--- src/rtl/slt_pkg.sv ---
package slt_pkg;

	typedef enum logic [1:0] {
		MODE_INSERT = 2'd0,
		MODE_DELETE = 2'd1,
		MODE_SEARCH = 2'd2,
		MODE_CLEAR  = 2'd3
	} mode_t;

	typedef enum logic [1:0] {
		STAT_DONE      = 2'd0,
		STAT_EMPTY     = 2'd1,
		STAT_NOT_FOUND = 2'd2,
		STAT_FULL      = 2'd3
	} status_t;

	typedef enum logic [3:0] {
		ST_IDLE,
		ST_DESC_RD,
		ST_DESC,
		ST_INS0,
		ST_ASC_RD,
		ST_ASC,
		ST_EDGE_LO,
		ST_EDGE_HI,
		ST_EDGE_END,
		ST_RESP
	} state_t;

	typedef struct packed {
		mode_t              mode;
		logic signed [31:0] value;
	} slt_in_t;

	typedef struct packed {
		status_t            status;
		logic               hit;
		logic [4:0]         entry_count;
		logic signed [31:0] smallest;
		logic signed [31:0] largest;
		logic               empty_res;
	} slt_out_t;

endpackage

--- src/rtl/sorted_list_table.sv ---
// insert walks down from the tail, delete/search walk up from the head,
// one stored entry per cycle through the single ram read port and one comparator;
// done marks the response; clear, a full insert and a delete or search on an empty
// table go straight to the response state; a walk visits at most CAPACITY entries;
// busy stays high until done, so a new item is taken only after the last one is through.
// reset clears the count and the sequencer, not the entry ram; the receiver cannot stall.
module sorted_list_table
	import slt_pkg::*;
#(
	parameter int CAPACITY    = 16,
	parameter int VALUE_WIDTH = 32
) (
	input  logic     clk,
	input  logic     arst_n,
	input  logic     start,
	output logic     busy,
	input  slt_in_t  cmd,
	output logic     done,
	output slt_out_t result
);

	localparam int AW = $clog2(CAPACITY);
	localparam int CW = $clog2(CAPACITY + 1);

	state_t state_q, state_d;

	mode_t                   mode_q, mode_d;
	logic signed [VALUE_WIDTH-1:0] v_q, v_d;
	logic [CW-1:0]           cnt_q, cnt_d;
	logic [AW-1:0]           idx_q, idx_d;
	logic                    found_q, found_d;
	status_t                 status_q, status_d;
	logic                    hit_q, hit_d;
	logic signed [VALUE_WIDTH-1:0] min_q, min_d;
	logic signed [VALUE_WIDTH-1:0] max_q, max_d;

	logic                    ram_we;
	logic [AW-1:0]           ram_waddr;
	logic [VALUE_WIDTH-1:0]  ram_wdata;
	logic [AW-1:0]           ram_raddr;
	logic [VALUE_WIDTH-1:0]  ram_rdata;

	logic signed [VALUE_WIDTH-1:0] rd_val;
	logic signed [63:0]      in_ext;
	logic                    rd_lt;
	logic                    rd_eq;
	logic [CW-1:0]           cnt_m1;
	logic [AW-1:0]           last_idx;
	logic                    is_last;
	logic                    is_empty;
	logic                    is_full;

	slt_ram #(
		.WIDTH (VALUE_WIDTH),
		.DEPTH (CAPACITY)
	) u_ram (
		.clk   (clk),
		.we    (ram_we),
		.waddr (ram_waddr),
		.wdata (ram_wdata),
		.raddr (ram_raddr),
		.rdata (ram_rdata)
	);

	// shared comparator: stored entry against the item value
	assign rd_val   = ram_rdata;
	assign rd_lt    = rd_val < v_q;
	assign rd_eq    = rd_val == v_q;
	assign in_ext   = 64'(cmd.value);
	assign cnt_m1   = cnt_q - CW'(1);
	assign last_idx = cnt_m1[AW-1:0];
	assign is_last  = idx_q == last_idx;
	assign is_empty = cnt_q == '0;
	assign is_full  = cnt_q == CW'(CAPACITY);

	always_comb begin
		state_d = state_q;
		case (state_q)
			ST_IDLE: begin
				if (start) begin
					case (cmd.mode)
						MODE_INSERT: state_d = is_full ? ST_RESP : ST_DESC_RD;
						MODE_DELETE,
						MODE_SEARCH: state_d = is_empty ? ST_RESP : ST_ASC_RD;
						default:     state_d = ST_RESP;
					endcase
				end
			end
			ST_DESC_RD: state_d = is_empty ? ST_INS0 : ST_DESC;
			ST_DESC: begin
				if (!rd_lt) begin
					state_d = (idx_q == '0) ? ST_INS0 : ST_DESC;
				end else begin
					state_d = ST_EDGE_LO;
				end
			end
			ST_INS0:   state_d = ST_EDGE_LO;
			ST_ASC_RD: state_d = ST_ASC;
			ST_ASC: begin
				if (found_q) begin
					state_d = is_last ? ST_EDGE_LO : ST_ASC;
				end else if (rd_lt) begin
					state_d = is_last ? ST_RESP : ST_ASC;
				end else if (rd_eq) begin
					if (mode_q == MODE_SEARCH) begin
						state_d = ST_RESP;
					end else begin
						state_d = is_last ? ST_EDGE_LO : ST_ASC;
					end
				end else begin
					state_d = ST_RESP;
				end
			end
			ST_EDGE_LO:  state_d = is_empty ? ST_RESP : ST_EDGE_HI;
			ST_EDGE_HI:  state_d = ST_EDGE_END;
			ST_EDGE_END: state_d = ST_RESP;
			ST_RESP:     state_d = ST_IDLE;
			default:     state_d = ST_IDLE;
		endcase
	end

	always_comb begin
		mode_d    = mode_q;
		v_d       = v_q;
		cnt_d     = cnt_q;
		idx_d     = idx_q;
		found_d   = found_q;
		status_d  = status_q;
		hit_d     = hit_q;
		min_d     = min_q;
		max_d     = max_q;
		ram_we    = 1'b0;
		ram_waddr = idx_q + AW'(1);
		ram_wdata = rd_val;
		ram_raddr = idx_q;
		case (state_q)
			ST_IDLE: begin
				if (start) begin
					mode_d   = cmd.mode;
					v_d      = in_ext[VALUE_WIDTH-1:0];
					idx_d    = last_idx;
					found_d  = 1'b0;
					status_d = STAT_DONE;
					hit_d    = 1'b0;
					case (cmd.mode)
						MODE_INSERT: begin
							if (is_full) begin
								status_d = STAT_FULL;
							end
						end
						MODE_DELETE: begin
							if (is_empty) begin
								status_d = STAT_EMPTY;
							end
						end
						MODE_CLEAR:  cnt_d = '0;
						default: ;
					endcase
				end
			end
			ST_DESC_RD: ram_raddr = idx_q;
			ST_DESC: begin
				// shift entries not less than the value up by one
				ram_we = 1'b1;
				if (!rd_lt) begin
					ram_wdata = rd_val;
					ram_raddr = idx_q - AW'(1);
					idx_d     = idx_q - AW'(1);
				end else begin
					ram_wdata = v_q;
					cnt_d     = cnt_q + CW'(1);
				end
			end
			ST_INS0: begin
				ram_we    = 1'b1;
				ram_waddr = '0;
				ram_wdata = v_q;
				cnt_d     = cnt_q + CW'(1);
			end
			ST_ASC_RD: begin
				ram_raddr = '0;
				idx_d     = '0;
			end
			ST_ASC: begin
				ram_raddr = idx_q + AW'(1);
				idx_d     = idx_q + AW'(1);
				if (found_q) begin
					// close the gap left by the removed entry
					ram_we    = 1'b1;
					ram_waddr = idx_q - AW'(1);
					ram_wdata = rd_val;
					if (is_last) begin
						cnt_d = cnt_m1;
					end
				end else if (rd_lt) begin
					if (is_last && mode_q == MODE_DELETE) begin
						status_d = STAT_NOT_FOUND;
					end
				end else if (rd_eq) begin
					hit_d = 1'b1;
					if (mode_q == MODE_DELETE) begin
						found_d = 1'b1;
						if (is_last) begin
							cnt_d = cnt_m1;
						end
					end
				end else if (mode_q == MODE_DELETE) begin
					status_d = STAT_NOT_FOUND;
				end
			end
			ST_EDGE_LO: ram_raddr = '0;
			ST_EDGE_HI: begin
				min_d     = rd_val;
				ram_raddr = last_idx;
			end
			ST_EDGE_END: max_d = rd_val;
			default: ;
		endcase
	end

	always_ff @(posedge clk or negedge arst_n) begin
		if (!arst_n) begin
			state_q  <= ST_IDLE;
			cnt_q    <= '0;
			found_q  <= 1'b0;
			status_q <= STAT_DONE;
			hit_q    <= 1'b0;
		end else begin
			state_q  <= state_d;
			cnt_q    <= cnt_d;
			found_q  <= found_d;
			status_q <= status_d;
			hit_q    <= hit_d;
		end
	end

	always_ff @(posedge clk) begin
		mode_q <= mode_d;
		v_q    <= v_d;
		idx_q  <= idx_d;
		min_q  <= min_d;
		max_q  <= max_d;
	end

	assign busy = state_q != ST_IDLE;
	assign done = state_q == ST_RESP;

	always_comb begin
		result.status      = status_q;
		result.hit         = hit_q;
		result.entry_count = 5'(cnt_q);
		result.empty_res   = is_empty;
		if (is_empty) begin
			result.smallest = '0;
			result.largest  = '0;
		end else begin
			result.smallest = 32'(64'(min_q));
			result.largest  = 32'(64'(max_q));
		end
	end

endmodule

--- src/rtl/slt_ram.sv ---
module slt_ram #(
	parameter int WIDTH = 32,
	parameter int DEPTH = 16
) (
	input  logic                     clk,
	input  logic                     we,
	input  logic [$clog2(DEPTH)-1:0] waddr,
	input  logic [WIDTH-1:0]         wdata,
	input  logic [$clog2(DEPTH)-1:0] raddr,
	output logic [WIDTH-1:0]         rdata
);

	logic [WIDTH-1:0] mem [DEPTH];

	always_ff @(posedge clk) begin
		if (we) begin
			mem[waddr] <= wdata;
		end
		rdata <= mem[raddr];
	end

endmodule

--- config.mk ---
export PLATFORM = sky130hd
export DESIGN_NAME = sorted_list_table
export DESIGN_NICKNAME = d
export VERILOG_FILES = /design/src/rtl/slt_pkg.sv /design/src/rtl/sorted_list_table.sv /design/src/rtl/slt_ram.sv
export SDC_FILE = /design/constraint.sdc
export NUM_CORES = 1
export LEC_CHECK = 0
export ABC_AREA = 0
export BUFFER_PORTS_ARGS = -buffer_cell sky130_fd_sc_hd__buf_2
export CAP_MARGIN = 20
export CORE_ASPECT_RATIO = 0.9
export CORE_UTILIZATION = 47
export CTS_BUF_LIST = sky130_fd_sc_hd__clkbuf_4 sky130_fd_sc_hd__clkbuf_8
export DETAILED_ROUTE_END_ITERATION = 8
export GPL_TIMING_DRIVEN = 0
export PLACE_DENSITY = 0.7
export SETUP_SLACK_MARGIN = 0.2
export SYNTH_ARGS = -nofsm -noshare
export SYNTH_HDL_FRONTEND = slang
export SYNTH_HIERARCHICAL = 1
export SYNTH_SLANG_ARGS = --single-unit
--- constraint.sdc ---
create_clock -name clk -period 5.2 [get_ports clk]
set_clock_uncertainty 0.1 [all_clocks]
set_input_delay 0.26 -clock clk [delete_from_list [all_inputs] [get_ports clk]]
set_output_delay 0.26 -clock clk [all_outputs]
set_load 0.005 [all_outputs]
==> metrics.txt, run 1 <==
Worst Path Max Fanout 10; Overflow after GRT 0; routing usage on met2 0.3539; synth unique cells between 60 and 70; Core Area 55610 sq um; gr busiest metal met2; sequential share of the synthesized area 0.7355; Synth warnings 6; die area ~57000 sq um; drt drc 0; crit path capture type flop; IO Port Bufs approximately 110; RSZ-0062 raised after global routing no; post-route ant nets 0; Synth Instances about 1400; via/cell ratio 5.785; HP Class in -> reg; mapped cell area around 26000 sq um; starting density of the core 0.4744; number of global-route vias before repair around 15000; Worst-path clk slew ~60 ps; DRT Pass-1 Iters 7; leakage power between 0.01 and 0.015 uW; global-route wire length before repair between 90000 and 100000 microns; ys async rst share 0.01973; setup tns final 0 ps; Req. time, crit path 5650 ps; H-tree levels 3; EDFF count, synth just over 600; fin nets between 1500 and 2000; Syn Nets roughly 1500; post-detail-place hpwl 41000 microns; Final period util 0.9415; main flop type after synthesis edfxtp_1; clk sinks about 660; num rows between 80 and 90; Critical path origin v_q[15]; average cell area after synthesis about 19 sq um; CP Launch Type flop; MaxCap Viol Count 0; placed cells roughly 2300; final hold vios 0; path depth of the worst reg2reg path 16; Rel. slew slack 0.4071; GR Util met1 0.3121; Worst-Margin Slew between 800 and 900 ps; cell area power density around 700 nW/um^2; grt met3 use 0.05338; VDD IR max between 0.4 and 0.5 mV; Area Overhead vs Synth 18.17%; WL/cell about 25 microns; total wire length between 60000 and 70000 microns; final setup fails 0; Max Freq just over 0.2 GHz; fin. max-slew vios 0; share of cells above drive strength 1 0.3062; Hold Path Cell Cnt 2; Bufs on Longest Clock Path 3; cts bufs inserted around 100; Worst-Skew Late Latency a little under 700 ps; Finished Layout Cells about 2500; pin count of the biggest net entering global routing 23; Critical Path AT 5350 ps; Setup Crit Path Kind reg -> reg; fill count 4183; outcome completed; RR Startpoint v_q[15]; 1st-iter DRT viols around 1500; CTS tree done; GPL Wtd Cong ~0.9; Die Wd approximately 250 microns; Min-Delay Startpoint cmd[20]; Vert. Die Dim ~230 microns; Placement Cell Area approximately 29000 sq um; via count 14680; IO Count between 100 and 150; Finished Cell Area 31180 sq um; global router's overall resource usage 0.2264; Yosys reg bits approximately 660; Period minus WS final roughly 4900 ps; root buffer cell clkbuf_8; initial antenna violation count 1
-- synthesized netlist by cell type, types with 4 or more instances --
cell | instances | area share
xor2_1 | 5 | 0.0017
a211oi_1 | 8 | 0.0023
dfxtp_1 | 32 | 0.024
edfxtp_1 | 614 | 0.70
clkbuf_1 | 39 | 0.0055
dfrtp_1 | 13 | 0.012
nand2b_1 | 7 | 0.0017
ha_1 | 41 | 0.019
o22ai_1 | 4 | 0.00095
nand3b_1 | 4 | 0.0011
buf_6 | 4 | 0.0017
inv_1 | 46 | 0.0065
nand3_1 | 9 | 0.0017
nor2b_1 | 70 | 0.017
buf_4 | 11 | 0.0031
buf_1 | 12 | 0.0017
nand4_1 | 8 | 0.0019
mux4_2 | 128 | 0.11
nor3_1 | 12 | 0.0023
a22oi_1 | 65 | 0.018
nand2_1 | 71 | 0.010
buf_2 | 8 | 0.0015
o211ai_1 | 5 | 0.0014
o21ai_0 | 15 | 0.0028
a21oi_1 | 44 | 0.0083
mux2_4 | 30 | 0.017
nor2_1 | 34 | 0.0048
-- final timing paths --
check / to / slack, ps
worst max-delay path: u_ram/rdata[24] / 300
max in group asynchronous: cnt_q[1] / 4010
worst min-delay path: v_q[20] / 180
worst min register to register: max_q[12] / 410
min in group asynchronous: cnt_q[4] / 560
worst max register to register: u_ram/rdata[24] / 300
-- cells by family after synthesis --
group,after synthesis,synth area share
flip-flops,659,0.7355
AND/OR/NAND/NOR,231,0.04496
AO/OA/AOI/OAI,179,0.04709
multiplexers,165,0.1292
buffers and inverters,120,0.02016
adder cells (fa/ha/maj),41,0.01944
XOR/XNOR,9,0.003699
-- what timing repair did --
action                     4_1_cts  5_1_grt
resized for setup               28       11
setup endpoints to repair       41       85
buffers inserted                 0        6
hold buffers                    37        0
hold endpoints to repair        49        0
pin swaps                        0        4
cloned                           0        0
-- registers in the layout, indices dropped and copies added (netlist names) --
signal and flops:
status_q 2, found_q 1, max_q 32, min_q 32, v_q 32, u_ram/mem 512, cnt_q 5, mode_q 2
u_ram/rdata 32, hit_q 1, state_q 4, idx_q 4
-- layout by cell type, fill, tap and decap left out, types with 8 or more instances in the layout --
master,instances
edfxtp_1,614
mux4_2,128
buf_2,124
clkbuf_8,114
nand2_1,71
nor2b_1,70
a22oi_1,65
inv_1,44
a21oi_1,43
ha_1,41
dlygate4sd3_1,37
clkbuf_1,34
clkbuf_4,33
dfxtp_1,32
mux2_4,30
clkinv_1,26
nor2_1,22
buf_4,18
buf_12,16
buf_6,15
o21ai_0,15
dfrtp_1,13
clkinv_2,12
nor2_4,12
nand3_1,9
nand4_1,8
a211oi_1,8
nor3_1,8
-- stage by stage --
stage | power, uW | util | hold WS (ps) | setup slack (ps)
floorplan | 14140 | - | -135.6 | 250.9
global placement | 16980 | 0.5015 | 62.42 | -3330
detailed placement | 17460 | 0.5135 | 70.48 | -551.8
CTS | 21840 | 0.5586 | 128.4 | 206.8
global route | 22820 | 0.5607 | 152.8 | 130.6
finish | 21820 | 0.5607 | 179.6 | 304.1
-- metal layers --
metal  routed length (microns)  part of all wire
met1                     25830              0.40
met2                     29860              0.47
met3                      6127             0.096
met4                      2062             0.032
met5                         0                 0
-- where the power goes --
| part | internal, uW | switching, uW | total (uW) |
|---|---|---|---|
| logic | 3800 | 5680 | 9480 |
| registers | 7640 | 387 | 8030 |
| clock network | 2340 | 1980 | 4320 |
| total | 13800 | 8050 | 21800 |
-- area by class of cell --
cell class / instances / area [sq um] / area share
Sequential cell: 659 / 19400 / 0.6224
Multi-Input combinational cell: 625 / 6606 / 0.2119
Clock buffer: 145 / 1802 / 0.05779
Timing Repair Buffer: 186 / 1578 / 0.05061
Tap cell: 756 / 945.9 / 0.03034
Buffer: 73 / 392.9 / 0.01260
Clock inverter: 46 / 274.0 / 0.008789
Inverter: 46 / 172.7 / 0.005538
Antenna cell: 1 / 2.502 / 0.00008026
-- critical path: stages, from the launching register on --
cell      delay [ps]
edfxtp_1         430
inv_1            140
ha_1             280
a21oi_1          150
o21ai_1          170
a21o_1           210
a211o_1          380
a21oi_4          330
xnor2_2          220
buf_2            310
a21oi_1          100
a31oi_1          320
clkbuf_4         350
buf_4            310
mux4_2           540
a22oi_1          300
nand2_1          100
Power figures use the tool's default switching activity.
==> inputs of run 2 (changes only) <==
--- a/config.mk
+++ b/config.mk
@@ -8,12 +8,14 @@
 export ABC_AREA = 0
 export BUFFER_PORTS_ARGS = -buffer_cell sky130_fd_sc_hd__buf_2
 export CAP_MARGIN = 20
+export CELL_PAD_IN_SITES_DETAIL_PLACEMENT = 1
+export CELL_PAD_IN_SITES_GLOBAL_PLACEMENT = 2
 export CORE_ASPECT_RATIO = 0.9
 export CORE_UTILIZATION = 47
 export CTS_BUF_LIST = sky130_fd_sc_hd__clkbuf_4 sky130_fd_sc_hd__clkbuf_8
 export DETAILED_ROUTE_END_ITERATION = 8
 export GPL_TIMING_DRIVEN = 0
-export PLACE_DENSITY = 0.7
+export PLACE_DENSITY = 0.86
 export SETUP_SLACK_MARGIN = 0.2
 export SYNTH_ARGS = -nofsm -noshare
 export SYNTH_HDL_FRONTEND = slang
==> constraint.sdc (replaced) <==
create_clock -name clk -period 6.1 [get_ports clk]
set_clock_uncertainty 0.1 [all_clocks]
set_input_delay 0.305 -clock clk [delete_from_list [all_inputs] [get_ports clk]]
set_output_delay 0.305 -clock clk [all_outputs]
set_load 0.005 [all_outputs]
==> metrics.txt, run 2 (synthesized netlist as in run 1, its figures left out) <==
outcome completed (unchanged); Largest register FFs 512 (unchanged); Area Overhead vs Synth 18.27% (was 18.17%); IO Port Bufs 111 (unchanged); Hold Path Cell Cnt 2 (unchanged); HP Class in -> reg (unchanged); via/cell ratio 5.831 (was 5.785); most frequent cells in the layout 614 x edfxtp_1, 128 x mux4_2, 119 x buf_2, 119 x clkbuf_8, 71 x nand2_1 (was 614 x edfxtp_1, 128 x mux4_2, 124 x buf_2); Vert. Die Dim 226.8 microns (unchanged); RSZ-0062 raised after global routing no (unchanged); most common cell after layout, fill and taps aside edfxtp_1 (unchanged); DRT Pass-1 Iters 5 (was 7); Worst-Skew Late Latency 700 ps (was 690 ps); via count 14750 (was 14680); CTS tree done (unchanged); IO Count 112 (unchanged); WL/cell 28.15 microns (was 25.18 microns); global-route wire length before repair 104200 microns (was 92940 microns); CP Launch Type flop (unchanged); MaxCap Viol Count 0 (unchanged); Biggest register u_ram/mem (unchanged); total power 19200 uW (was 21820 uW); pin count of the biggest net entering global routing 34 (was 23); Die Wd 251.7 microns (unchanged); most used cell, CP buf_2 (was a21oi_1); footprint of the multi-input gates 6565 sq um (was 6606 sq um); drt drc 0 (unchanged); final hold vios 0 (unchanged); global router's overall resource usage 0.2544 (was 0.2264); antenna cells 0 (was 1); post-detail-place hpwl 46750 microns (was 41000 microns); Core Area 55610 sq um (unchanged); CP peak stage delay 790 ps (was 540 ps); initial antenna violation count 0 (was 1); Crit-path slowest cell nor4_2 (was mux4_2); Util after Layout 0.5611 (was 0.5607); Bufs on Longest Clock Path 3 (unchanged); Setup Crit Path Kind reg -> reg (unchanged); clk sinks 659 (unchanged); final setup fails 0 (unchanged); Overflow after GRT 0 (unchanged); die area 57090 sq um (unchanged); crit path capture type flop (unchanged); post-route ant nets 0 (unchanged); Worst-Margin Slew 1131 ps (was 889.3 ps); critical-path cell list inv_1, ha_1, nand4_1, nor4_2, a211o_1, a21oi_4, xnor2_1, buf_2, mux2i_1, o22a_1, buf_2, buf_1, mux4_2, a22oi_1, nand2_1 (was inv_1, ha_1, a21oi_1, o21ai_1, a21o_1, a211o_1, a21oi_4, xnor2_2, buf_2, a21oi_1, a31oi_1, clkbuf_4, buf_4, mux4_2, a22oi_1, nand2_1); cts bufs inserted 103 (unchanged); Worst-path clk slew 60 ps (about the same); fin. max-slew vios 0 (unchanged); final hold slack 224.4 ps (was 179.6 ps); starting density of the core 0.4744 (unchanged); VDD IR max 0.3483 mV (was 0.4486 mV); Finished Cell Area 31200 sq um (was 31180 sq um); fill count 5057 (was 4183); Worst Path Max Fanout 10 (unchanged); root buffer cell clkbuf_8 (unchanged); Max Freq 0.1742 GHz (was 0.2043 GHz); fin nets 1765 (was 1772); H-tree levels 3 (unchanged); leakage power 0.01083 uW (was 0.01082 uW); GPL Wtd Cong 0.8379 (was 0.8863); register area 19400 sq um (unchanged); Placement Cell Area 28500 sq um (was 28550 sq um); path depth of the worst reg2reg path 15 (was 16); share of cells above drive strength 1 0.3083 (was 0.3062); Critical Path AT 6190 ps (was 5350 ps); 1st-iter DRT viols 1456 (was 1525); cell area power density 615.4 nW/um^2 (was 700.0 nW/um^2); num rows 82 (unchanged); setup tns final 0 ps (unchanged); Req. time, crit path 6550 ps (was 5650 ps); Rel. slew slack 0.2459 (was 0.4071); total wire length 71220 microns (was 63880 microns); Final period util 0.9410 (was 0.9415); number of global-route vias before repair 15750 (was 14500); Period minus WS final 5740 ps (was 4896 ps)
[run 2: cell types whose count changed in the layout (fill, tap and decap cells not counted), moves of 3 or more]
cell / before / now
clkbuf_1: 34 / 38
buf_2: 124 / 119
buf_1: 2 / 5
clkbuf_4: 33 / 42
bufinv_16: 2 / 8
buf_4: 18 / 12
clkinv_1: 26 / 10
clkinv_2: 12 / 8
buf_12: 16 / 11
clkbuf_8: 114 / 119
clkbuf_2: 3 / 8
[run 2: final cells by class]
type,instances,share of cell area
flip-flops and latches,659,0.6219
multi-input cells,625,0.2104
clock buffers,161,0.06260
repair buffers,178,0.04579
well taps,756,0.03032
plain buffers,74,0.01183
clock inverters,31,0.01167
inverters,46,0.005534
[run 2: routing by layer]
metal,part of all wire,vias to the layer above,track usage
met2,0.49,597,0.4263
met1,0.41,7815,0.3386
met3,0.067,136,0.04649
met4,0.028,0,0.08065
met5,0,-,0
li1,-,6204,-
[run 2: final timing paths]
kind / endpoint / startpoint / slack (ps)
min reg2reg: min_q[30] / u_ram/rdata[30] / 400
min in group asynchronous: cnt_q[3] / arst_n / 620
max in group asynchronous: cnt_q[1] / arst_n / 4840
min: v_q[20] / cmd[20] / 220
max reg2reg: u_ram/rdata[6] / v_q[13] / 360
max: u_ram/rdata[6] / v_q[13] / 360
[run 2: per-stage QoR]
stage                     instances  setup slack, ps
after floorplan                1404             1003
after global placement         2271            -2546
after detailed placement       2301            18.59
after CTS                      2530            314.2
after global routing           2530            219.5
final                          2530            359.9
[run 2: what timing repair did]
| action | CTS | global route |
|---|---|---|
| resized for setup | 1 | 16 |
| setup endpoints to repair | 32 | 23 |
| hold buffers | 37 | 0 |
| endpoints found under the hold margin | 49 | 0 |
| buffers inserted | 0 | 0 |
| pin swaps | 0 | 0 |
[run 2: power breakdown]
group / internal (uW) / total (uW) / switching (uW)
logic: 3170 / 8240 / 5070
clock network: 2380 / 4110 / 1730
registers: 6510 / 6850 / 338
[run 2: critical path: cells and delay by family, from the launching register on]
family | cells | cell delay [ps]
XOR/XNOR | 1 | 530
AND/OR/NAND/NOR | 3 | 1250
adder cells (fa/ha/maj) | 1 | 300
flip-flops | 1 | 410
AO/OA/AOI/OAI | 4 | 910
multiplexers | 2 | 690
buffers and inverters | 4 | 1390
==> inputs of run 3 (changes only) <==
--- a/config.mk
+++ b/config.mk
@@ -10,12 +10,11 @@
 export CAP_MARGIN = 20
 export CELL_PAD_IN_SITES_DETAIL_PLACEMENT = 1
 export CELL_PAD_IN_SITES_GLOBAL_PLACEMENT = 2
-export CORE_ASPECT_RATIO = 0.9
-export CORE_UTILIZATION = 47
+export CORE_UTILIZATION = 45
 export CTS_BUF_LIST = sky130_fd_sc_hd__clkbuf_4 sky130_fd_sc_hd__clkbuf_8
 export DETAILED_ROUTE_END_ITERATION = 8
 export GPL_TIMING_DRIVEN = 0
-export PLACE_DENSITY = 0.86
+export PLACE_DENSITY = 0.87
 export SETUP_SLACK_MARGIN = 0.2
 export SYNTH_ARGS = -nofsm -noshare
 export SYNTH_HDL_FRONTEND = slang
==> constraint.sdc (replaced) <==
create_clock -name clk -period 4.8 [get_ports clk]
set_clock_uncertainty 0.1 [all_clocks]
set_input_delay 0.24 -clock clk [delete_from_list [all_inputs] [get_ports clk]]
set_output_delay 0.24 -clock clk [all_outputs]
set_load 0.005 [all_outputs]
==> metrics.txt, run 3 (synthesized netlist as in run 1, its figures left out) <==
via count 15280 (was 14750); Bufs and invs on worst path 4 (unchanged); Period minus WS final 4573 ps (was 5740 ps); Worst Path Max Fanout 11 (was 10); Overflow after GRT 0 (unchanged); Critical Path AT 4880 ps (was 6190 ps); Req. time, crit path 5110 ps (was 6550 ps); Worst-Skew Late Latency 730 ps (was 700 ps); number of global-route vias before repair 15790 (was 15750); Vert. Die Dim 244.1 microns (was 226.8 microns); WP depth 12 (was 15); most common cell after layout, fill and taps aside edfxtp_1 (unchanged); total power 24960 uW (was 19200 uW); outcome completed (unchanged); final setup fails 0 (unchanged); clk sinks 659 (unchanged); HP Class in -> reg (unchanged); DRT Pass-1 Iters 6 (was 5); Area Overhead vs Synth 19.96% (was 18.27%); largest delay contributor family on the critical path simple AND/OR/NAND/NOR gates (was buffers and inverters); Final period util 0.9527 (was 0.9410); H-tree levels 3 (unchanged); crit path capture type flop (unchanged); Bufs on Longest Clock Path 3 (unchanged); fin. max-slew vios 0 (unchanged); post-route ant nets 0 (unchanged); VDD IR max 0.3997 mV (was 0.3483 mV); Critical path origin state_q[2] (was v_q[13]); fin nets 1804 (was 1765); post-detail-place hpwl 46530 microns (was 46750 microns); final hold vios 0 (unchanged); CTS tree done (unchanged); path depth of the worst reg2reg path 12 (was 15); initial antenna violation count 2 (was 0); R2R setup slack 230 ps (was 360 ps); most frequent cells in the layout 614 x edfxtp_1, 128 x mux4_2, 112 x clkbuf_8, 112 x buf_2, 71 x nand2_1 (was 614 x edfxtp_1, 128 x mux4_2, 119 x buf_2, 119 x clkbuf_8, 71 x nand2_1); Hold Path Cell Cnt 2 (unchanged); Setup Crit Path Kind reg -> reg (unchanged); Crit-path slowest cell nand3b_1 (was nor4_2); share of cells above drive strength 1 0.3291 (was 0.3083); Placement Cell Area 28550 sq um (was 28500 sq um); IO Port Bufs 111 (unchanged); cell area power density 788.6 nW/um^2 (was 615.4 nW/um^2); via/cell ratio 5.931 (was 5.831); global-route wire length before repair 104600 microns (was 104200 microns); drt drc 0 (unchanged); num rows 88 (was 82); Max Freq 0.2187 GHz (was 0.1742 GHz); cts bufs inserted 104 (was 103); Rel. slew slack 0.4110 (was 0.2459); most used cell, CP buf_16 (was buf_2); IO Count 112 (unchanged); global router's overall resource usage 0.2449 (was 0.2544); critical-path cell list clkbuf_1, nor2b_1, and3_1, clkbuf_2, nand2_1, nor4_1, a21oi_1, o21ai_0, nand3b_1, nor3_4, buf_16, buf_16 (was inv_1, ha_1, nand4_1, nor4_2, a211o_1, a21oi_4, xnor2_1, buf_2, mux2i_1, o22a_1, buf_2, buf_1, mux4_2, a22oi_1, nand2_1); pin count of the biggest net entering global routing 29 (was 34); Min-Delay Startpoint cmd[19] (was cmd[20]); Worst-path clk slew 60 ps (about the same); R2R Path End u_ram/mem[8][22] (was u_ram/rdata[6]); CP peak stage delay 480 ps (was 790 ps); Hold EP v_q[19] (was v_q[20]); root buffer cell clkbuf_8 (unchanged); Die Wd 244.1 microns (was 251.7 microns); Largest register FFs 512 (unchanged); starting density of the core 0.4564 (was 0.4744); WL/cell 29.92 microns (was 28.15 microns); Core Area 57810 sq um (was 55610 sq um); Worst-Margin Slew 883.5 ps (was 1131 ps); Finished Cell Area 31650 sq um (was 31200 sq um); 1st-iter DRT viols 1746 (was 1456); leakage power 0.01109 uW (was 0.01083 uW); Biggest register u_ram/mem (unchanged); RSZ-0062 raised after global routing no (unchanged); RR Startpoint state_q[2] (was v_q[13]); GPL Wtd Cong 0.8399 (was 0.8379); total wire length 77110 microns (was 71220 microns); MaxCap Viol Count 0 (unchanged); CP Launch Type flop (unchanged); die area 59600 sq um (was 57090 sq um)
run 3: cell types whose count changed in the layout (fill, tap and decap cells not counted), sizes merged:
cell      previous run  this run
clkbuf             207       190
clkinvlp             4         3
clkinv              19        37
diode                0         1
buf                169       209
inv                 46        47
bufinv               8         4
run 3: worst max-delay path by stage:
stage | to
floorplan | u_ram/mem[15][0]
global placement | u_ram/mem[11][22]
detailed placement | u_ram/rdata[12]
CTS | u_ram/rdata[7]
global route | u_ram/mem[8][21]
finish | u_ram/mem[8][22]
run 3: timing repair:
| item | in CTS | in global routing |
|---|---|---|
| pin swaps | 11 | 12 |
| endpoints found under the hold margin | 50 | 0 |
| hold buffers | 37 | 0 |
| buffers inserted | 16 | 23 |
| cloned | 0 | 0 |
| gates resized for setup | 48 | 57 |
| setup endpoints to repair | 217 | 384 |
run 3: layer usage:
metal	track usage	up-vias	wire [microns]
met4	0.08971	2	2751
met5	0	-	10
met2	0.4015	881	38140
met3	0.06343	163	6770
met1	0.3149	7953	29440
li1	-	6284	-
run 3: metrics by stage:
step	setup TNS (ps)	util	hold WS, ps	setup slack [ps]	std cells
2_1_floorplan	0	-	-155.6	535.9	1404
3_3_place_gp	-896210	0.4829	50.82	-2044	2280
3_5_place_dp	-33130	0.4939	59.78	-1040	2308
4_1_cts	0	0.5415	78.34	199.1	2552
5_1_grt	0	0.5475	122.1	47.62	2577
6_report	0	0.5475	127.1	227.2	2577
run 3: cell type report:
cell class	instances	area [sq um]
antenna	1	2.502
buffer	74	504.2
inverter	46	172.7
multi-input combinational	625	6664
timing repair buffer	216	1842
tap	765	957.2
fill	5295	26160
sequential	659	19400
clock buffer	146	1797
clock inverter	45	306.5
run 3: worst register-to-register path, delay by kind of cell, from the launching register on:
family                 cells  cell delay, ps
AND/OR/NAND/NOR            6            2210
buffers and inverters      4            1070
AO/OA/AOI/OAI              2             560
flip-flops                 1             320
run 3: report_power, final:
group          internal [uW]  total, uW  switching [uW]
clock                   2630       4890            2270
sequential              8280       8760             485
combinational           4510      11300            6790
